**src/rtl/core/plbbc_pkg.sv**
```systemverilog
// Shared types and constants for the pinned LRU byte-budget cache.
package plbbc_pkg;

	localparam int DEF_ENTRIES  = 64;
	localparam int DEF_MAX_SIZE = 1024;

	localparam int BUDGET_W = 18;
	localparam int COUNT_W  = 7;
	localparam int SIZE_IN_W = 11;
	localparam int PIN_W    = 8;
	localparam int STAMP_W  = 64;
	localparam int EVCNT_W  = 6;

	localparam logic [PIN_W-1:0]   PIN_MAX    = 8'd255;
	localparam logic [EVCNT_W-1:0] MAX_EVICTS = 6'd63;

	typedef enum logic [0:0] {
		REG_BUDGET = 1'b0,
		REG_COUNT  = 1'b1
	} reg_idx_t;

	typedef enum logic [1:0] {
		ACT_ACQUIRE = 2'd0,
		ACT_RELEASE = 2'd1,
		ACT_FLUSH   = 2'd2,
		ACT_NONE    = 2'd3
	} act_t;

	typedef enum logic [3:0] {
		ST_HIT          = 4'd0,
		ST_LOADED       = 4'd1,
		ST_EVICTED      = 4'd2,
		ST_OVER_BUDGET  = 4'd3,
		ST_BAD_INDEX    = 4'd4,
		ST_UNBALANCED   = 4'd5,
		ST_FLUSH_PINNED = 4'd6,
		ST_PIN_OVERFLOW = 4'd7,
		ST_RELEASED     = 4'd8,
		ST_FLUSHED      = 4'd9
	} status_t;

	typedef enum logic [3:0] {
		OP_NONE,
		OP_CAPTURE,
		OP_FLUSH,
		OP_BADIDX,
		OP_REL,
		OP_HIT,
		OP_LOAD,
		OP_OVER,
		OP_SCAN_CLR,
		OP_SCAN_RD,
		OP_EVICT
	} op_t;

	typedef struct packed {
		op_t op;
	} cmd_t;

	typedef struct packed {
		act_t act;
		logic idx_ok;
		logic resident;
		logic fits;
		logic victim_found;
		logic scan_last;
		logic out_free;
	} stat_t;

endpackage

```
**src/rtl/core/plbbc_ctrl.sv**
```systemverilog
// Sequencer for the cache: decodes each word and steps the victim scan.
module plbbc_ctrl import plbbc_pkg::*; (
	input  logic  clk,
	input  logic  arst_n,
	input  logic  in_valid,
	output logic  in_ready,
	input  stat_t stat,
	output cmd_t  cmd
);

	typedef enum logic [5:0] {
		S_IDLE   = 6'b000001,
		S_DECODE = 6'b000010,
		S_CHECK  = 6'b000100,
		S_SCAN   = 6'b001000,
		S_DRAIN  = 6'b010000,
		S_EVICT  = 6'b100000
	} state_t;

	state_t state_q, state_d;
	logic [EVCNT_W-1:0] evcnt_q;

	assign in_ready = (state_q == S_IDLE);

	always_comb begin
		state_d = state_q;
		cmd.op  = OP_NONE;
		unique case (state_q)
			S_IDLE: begin
				if (in_valid) begin
					cmd.op  = OP_CAPTURE;
					state_d = S_DECODE;
				end
			end
			S_DECODE: begin
				priority if (stat.act == ACT_FLUSH) begin
					if (stat.out_free) begin
						cmd.op  = OP_FLUSH;
						state_d = S_IDLE;
					end
				end else if (stat.act == ACT_NONE) begin
					state_d = S_IDLE;
				end else if (!stat.idx_ok) begin
					if (stat.out_free) begin
						cmd.op  = OP_BADIDX;
						state_d = S_IDLE;
					end
				end else if (stat.act == ACT_RELEASE) begin
					if (stat.out_free) begin
						cmd.op  = OP_REL;
						state_d = S_IDLE;
					end
				end else if (stat.resident) begin
					if (stat.out_free) begin
						cmd.op  = OP_HIT;
						state_d = S_IDLE;
					end
				end else begin
					state_d = S_CHECK;
				end
			end
			S_CHECK: begin
				priority if (stat.fits) begin
					if (stat.out_free) begin
						cmd.op  = OP_LOAD;
						state_d = S_IDLE;
					end
				end else if (evcnt_q == MAX_EVICTS) begin
					if (stat.out_free) begin
						cmd.op  = OP_OVER;
						state_d = S_IDLE;
					end
				end else begin
					cmd.op  = OP_SCAN_CLR;
					state_d = S_SCAN;
				end
			end
			S_SCAN: begin
				cmd.op = OP_SCAN_RD;
				if (stat.scan_last) state_d = S_DRAIN;
			end
			S_DRAIN: begin
				state_d = S_EVICT;
			end
			S_EVICT: begin
				if (stat.out_free) begin
					if (stat.victim_found) begin
						cmd.op  = OP_EVICT;
						state_d = S_CHECK;
					end else begin
						cmd.op  = OP_OVER;
						state_d = S_IDLE;
					end
				end
			end
			default: state_d = S_IDLE;
		endcase
	end

	always_ff @(posedge clk or negedge arst_n) begin
		if (!arst_n) begin
			state_q <= S_IDLE;
			evcnt_q <= '0;
		end else begin
			state_q <= state_d;
			if (state_q == S_DECODE) evcnt_q <= '0;
			else if (cmd.op == OP_EVICT) evcnt_q <= evcnt_q + 1'b1;
		end
	end

endmodule

```
**config.mk**
```make
export PLATFORM = sky130hd
export DESIGN_NAME = plbbc_ctrl
export DESIGN_NICKNAME = d
export VERILOG_FILES = /design/src/rtl/core/plbbc_pkg.sv /design/src/rtl/core/plbbc_ctrl.sv
export SDC_FILE = /design/constraint.sdc
export NUM_CORES = 1
export LEC_CHECK = 0
export ABC_AREA = 1
export BUFFER_PORTS_ARGS = -buffer_cell sky130_fd_sc_hd__buf_2
export CELL_PAD_IN_SITES_DETAIL_PLACEMENT = 2
export CELL_PAD_IN_SITES_GLOBAL_PLACEMENT = 2
export CORE_UTILIZATION = 26
export DETAILED_ROUTE_END_ITERATION = 7
export GPL_TIMING_DRIVEN = 0
export PLACE_DENSITY_LB_ADDON = 0.25
export SLEW_MARGIN = 30
export SYNTH_ARGS = -nofsm -noshare
export SYNTH_HDL_FRONTEND = slang
export SYNTH_SLANG_ARGS = --single-unit
```
**constraint.sdc**
```tcl
create_clock -name clk -period 1.5 [get_ports clk]
set_input_delay 0.375 -clock clk [delete_from_list [all_inputs] [get_ports clk]]
set_output_delay 0.375 -clock clk [all_outputs]
set_load 0.1 [all_outputs]
```
**Word level (Yosys, flattened, before mapping)**

Cells that the tools add are included.

- Word-level logic and storage cells: 51
- RAM bits: 0
- Memories: 0
- Input port bits: 11
- Latch bits: 0
- Register bits after elaboration: 12
- Memory bits (read-only): 0
- Output and inout bits: 5

- Multiplexer cells: 32
- $mul: 0
- Divide/modulo/power cells: 0
- Order comparisons: 0
- Eq/ne operators: 14
- Reduce and logical (&&, ||, !) cells: 2
- Shifts and indexed selects: 0
- Bitwise operators: 0
- Add/subtract/negate cells: 1

Operator list:

| kind | number |
|---|---|
| 6-bit two-way mux | 13 |
| 6-bit case mux with 6 select lines | 1 |
| 4-bit two-way mux | 8 |
| 4-bit case mux with 5 select lines | 1 |
| 3-bit two-way mux | 6 |
| 6-bit == test (second input constant) | 2 |
| 6-bit by 1-bit adder with 6-bit output (second input constant) | 1 |
| 6-bit by 1-bit == test with 1-bit output (second input constant) | 1 |
| 6-bit by 2-bit == test with 1-bit output (second input constant) | 1 |
| 6-bit by 3-bit == test with 1-bit output (second input constant) | 1 |
| 6-bit by 4-bit == test with 1-bit output (second input constant) | 1 |
| 6-bit by 5-bit == test with 1-bit output (second input constant) | 1 |
| 2-bit inequality test (second input constant) | 3 |
| 2-bit == test (second input constant) | 2 |
| 4-bit == test (second input constant) | 1 |
| 2-bit two-way mux | 2 |
| 3-bit AND reduction | 1 |
| 2-bit by 1-bit == test with 1-bit output (second input constant) | 1 |
| 2-bit nonzero test | 1 |
| 1-bit two-way mux | 1 |

**Longest topological paths before layout**

- Depth after elaboration: 10
- Mapped depth: 9

**Worst setup path before layout**

No wires, ideal clock.

- Kind: register to output
- From: register state_q[4]
- To: output port cmd[2] in the netlist's numbering
- Path buffers: 0
- Path slack: -1.500 ns
- Stages on the path, launching flop included: 6
- Arrival: 2.625 ns
- Path through: dfrtp_1 > nor2_2 > nand2_1 > nor2_8 > nand3_1 > a31oi_1

RTL lines:

| item | RTL line | text |
|---|---|---|
| start: declaration | plbbc_ctrl.sv:20 | `state_t state_q, state_d;` |
| start signal: assignment | plbbc_ctrl.sv:105 | `state_q <= state_d;` |
| end: declaration | plbbc_ctrl.sv:8 | `output cmd_t cmd` |

==> flow_metrics.py <==
metrics = {
    "power_and_ir_drop": {
        "power.leakage_nw": 0.743,
        "powerDensity_nw_per_um2": 1120,
        "total_power_mw": 1.69,
        "vdd.ir_drop.worst_mv": 0.665,
    },
    "clock_network": {
        "numClockSinks": 12,
        "clockRootBuffer": "clkbuf_4",
        "cts_tree": "built",
        "htreeDepth": 1,
        "clockBufferDepth": 2,
        "path_clk_slew_ns": 0.08,
        "cts-buffers-inserted": 3,
        "worstSkewPairLatency_ns": 0.30,
    },
    "layout": {
        "fin_util": 0.449,
        "antenna_cells": 0,
        "layout-drive-gt1-share": 0.444,
        "fin_area_um2": 1510,
        "nets": 193,
        "syn2layout_area_growth_pct": 64.5,
        "stdcell_count": 226,
    },
    "worst_hold_path": {
        "holdPathStages": 3,
        "hold_start": "stat[2]",
        "hold_class": "in2reg",
    },
    "synthesis": {
        "syn_area_per_cell_um2": 6.65,
        "yosysMostFrequentCell": "nand2_1",
        "synth_cells": 138,
        "syn_area_um2": 917,
        "async_flop_share": 1.00,
        "synth_ff_type": "dfrtp_1",
        "synth_fp_nets": 150,
        "synthTopCellsByCount": "nand2_1 (33), inv_1 (22), nand3_1 (19), nor2_1 (13), dfrtp_1 (11)",
        "yosysWarnings": 0,
        "synth_largest_area_cell": "dfrtp_1",
        "synth_top_area_frac": 0.300,
        "synth-seq-area-share": 0.329,
        "synth_area_leaders": "dfrtp_1 (30%), nand2_1 (14%), nand3_1 (10%)",
        "synth-seq-cells": 12,
        "synth_edf_count": 0,
        "synth_cell_types": 24,
    },
    "detailed_routing": {
        "wl_met2_um": 2250,
        "first_pass_iters": 4,
        "routed-via-count": 1153,
        "met1_length_um": 1830,
        "drc": 0,
        "viasPerCell": 5.10,
        "top_layer": "met4",
        "wl_per_cell_um": 19.0,
        "ant_nets": 0,
        "drt_wl_total_um": 4310,
        "dr_wl_met3_um": 89,
        "drtIter0Drc": 19,
    },
    "setup_path": {
        "r2r_start": "state_q[4]",
        "crit_start": "state_q[4]",
        "cp_max_fo": 5,
        "reg2reg_depth": 6,
        "path_class": "reg2out",
        "arrival_ns": 1.75,
        "worstSetupEndpointType": "primary output",
        "required_ns": 1.12,
        "start_kind": "flop",
    },
    "sta": {
        "relSlewSlack": 0.780,
        "worst_pin_slew_ns": 0.329,
        "timing.final.crit_share": 1.42,
        "fin_tns_setup_ns": -3.44,
        "skew_ns": 0.00714,
        "rsz0062_at_grt": "yes",
        "setup_viol": 12,
        "finalHoldViolations": 0,
        "min_period_ns": 2.12,
        "holdWs_ns": 0.407,
        "worst_slack_ns": -0.624,
        "fmax_mhz": 471,
        "maxSlewViolCount": 0,
    },
    "floorplanning": {
        "io-pin-count": 16,
        "die_area_um2": 3770,
        "rows": 21,
        "die_h_um": 61.4,
        "coreArea_um2": 3360,
        "die-width_um": 61.4,
        "initial_utilization": 0.273,
    },
    "global_route": {
        "overflow": 0,
        "grt_antenna_before_repair": 0,
        "grt_max_degree": 13,
        "first_global_vias": 1221,
        "grt_pass1_wl_um": 5890,
        "grtUsageTotal": 0.221,
    },
    "place": {
        "gp_congestion": 0.742,
        "hpwl_um": 2370,
        "placed_area_um2": 1110,
        "dp_slack_ns": -0.734,
        "placed_cells": 199,
        "numPortBuffers": 15,
    },
    "outcome": {
        "status": "complete, but fails checks",
        "violations": "setup timing",
    },
    "flow_run": {
        "max_cap_violations": 0,
    },
}
-- sequential cells by signal (all words and copies together), names as in the netlist --
register and flops:
evcnt_q 6, state_q 6
-- critical path: stages (launching register included) --
cell,delay (ns)
dfrtp_2,0.45
nor2_4,0.21
nand2_4,0.10
nor2_8,0.13
nand3_2,0.09
nand2_1,0.09
nand2_1,0.06
nand4_1,0.13
buf_12,0.19
-- where the power goes --
group	internal (mW)	leakage, nW	total (mW)	switching [mW]
registers	0.363	0.161	0.408	0.0450
logic	0.371	0.567	1.04	0.672
clock network	0.104	0.0150	0.243	0.140
-- cells by family after synthesis --
group,count (synthesis),synth area share
simple gates,83,0.447
compound gates,15,0.0914
fa+ha+maj,1,0.0136
flops,12,0.329
buf+inv,27,0.119
-- cell type report --
class | count | area, µm²
Tap cell | 46 | 57.6
Inverter | 26 | 104
Fill cell | 410 | 1850
Multi-Input combinational cell | 99 | 679
Sequential cell | 12 | 303
Clock buffer | 4 | 26.3
Timing Repair Buffer | 38 | 328
Buffer | 1 | 11.3
-- path summary, 6_finish.rpt --
check                           slack, ns          to
worst min register to register       0.58  evcnt_q[5]
max in group asynchronous            0.70  state_q[0]
worst max register to register      -0.14  state_q[4]
worst max-delay path                -0.62      cmd[0]
worst min-delay path                 0.41  state_q[2]
min in group asynchronous            0.50  evcnt_q[3]
-- metal layers --
| metal | global-route usage | up-vias |
|---|---|---|
| met5 | 0 | - |
| met4 | 0.0921 | 0 |
| met3 | 0.0273 | 10 |
| met2 | 0.385 | 30 |
| met1 | 0.275 | 578 |
| li1 | - | 535 |
-- repair_timing --
item / 4_1_cts / 5_1_grt
hold buffers: 1 / 0
setup endpoints to repair: 9 / 15
endpoints found under the hold margin: 11 / 0
pin swaps: 10 / 15
gates resized for setup: 27 / 21
buffers inserted: 15 / 6
gates cloned: 0 / 1
-- placed cells by master (no fill, tap or decap), types with 2 or more instances in the layout --
master,count
a31oi_1,2
nand3_1,12
inv_2,6
a21oi_1,2
nand2_4,2
nand2_1,30
clkbuf_4,3
dfrtp_1,10
nand3_4,3
o21ai_0,2
inv_1,18
nand4_1,7
o21ai_1,3
buf_2,10
a21oi_2,2
nor2_4,8
nand2_2,2
nand3_2,4
buf_6,5
nor2_1,10
buf_4,19
buf_12,4
No activity file was read; power rests on OpenSTA's default activity.
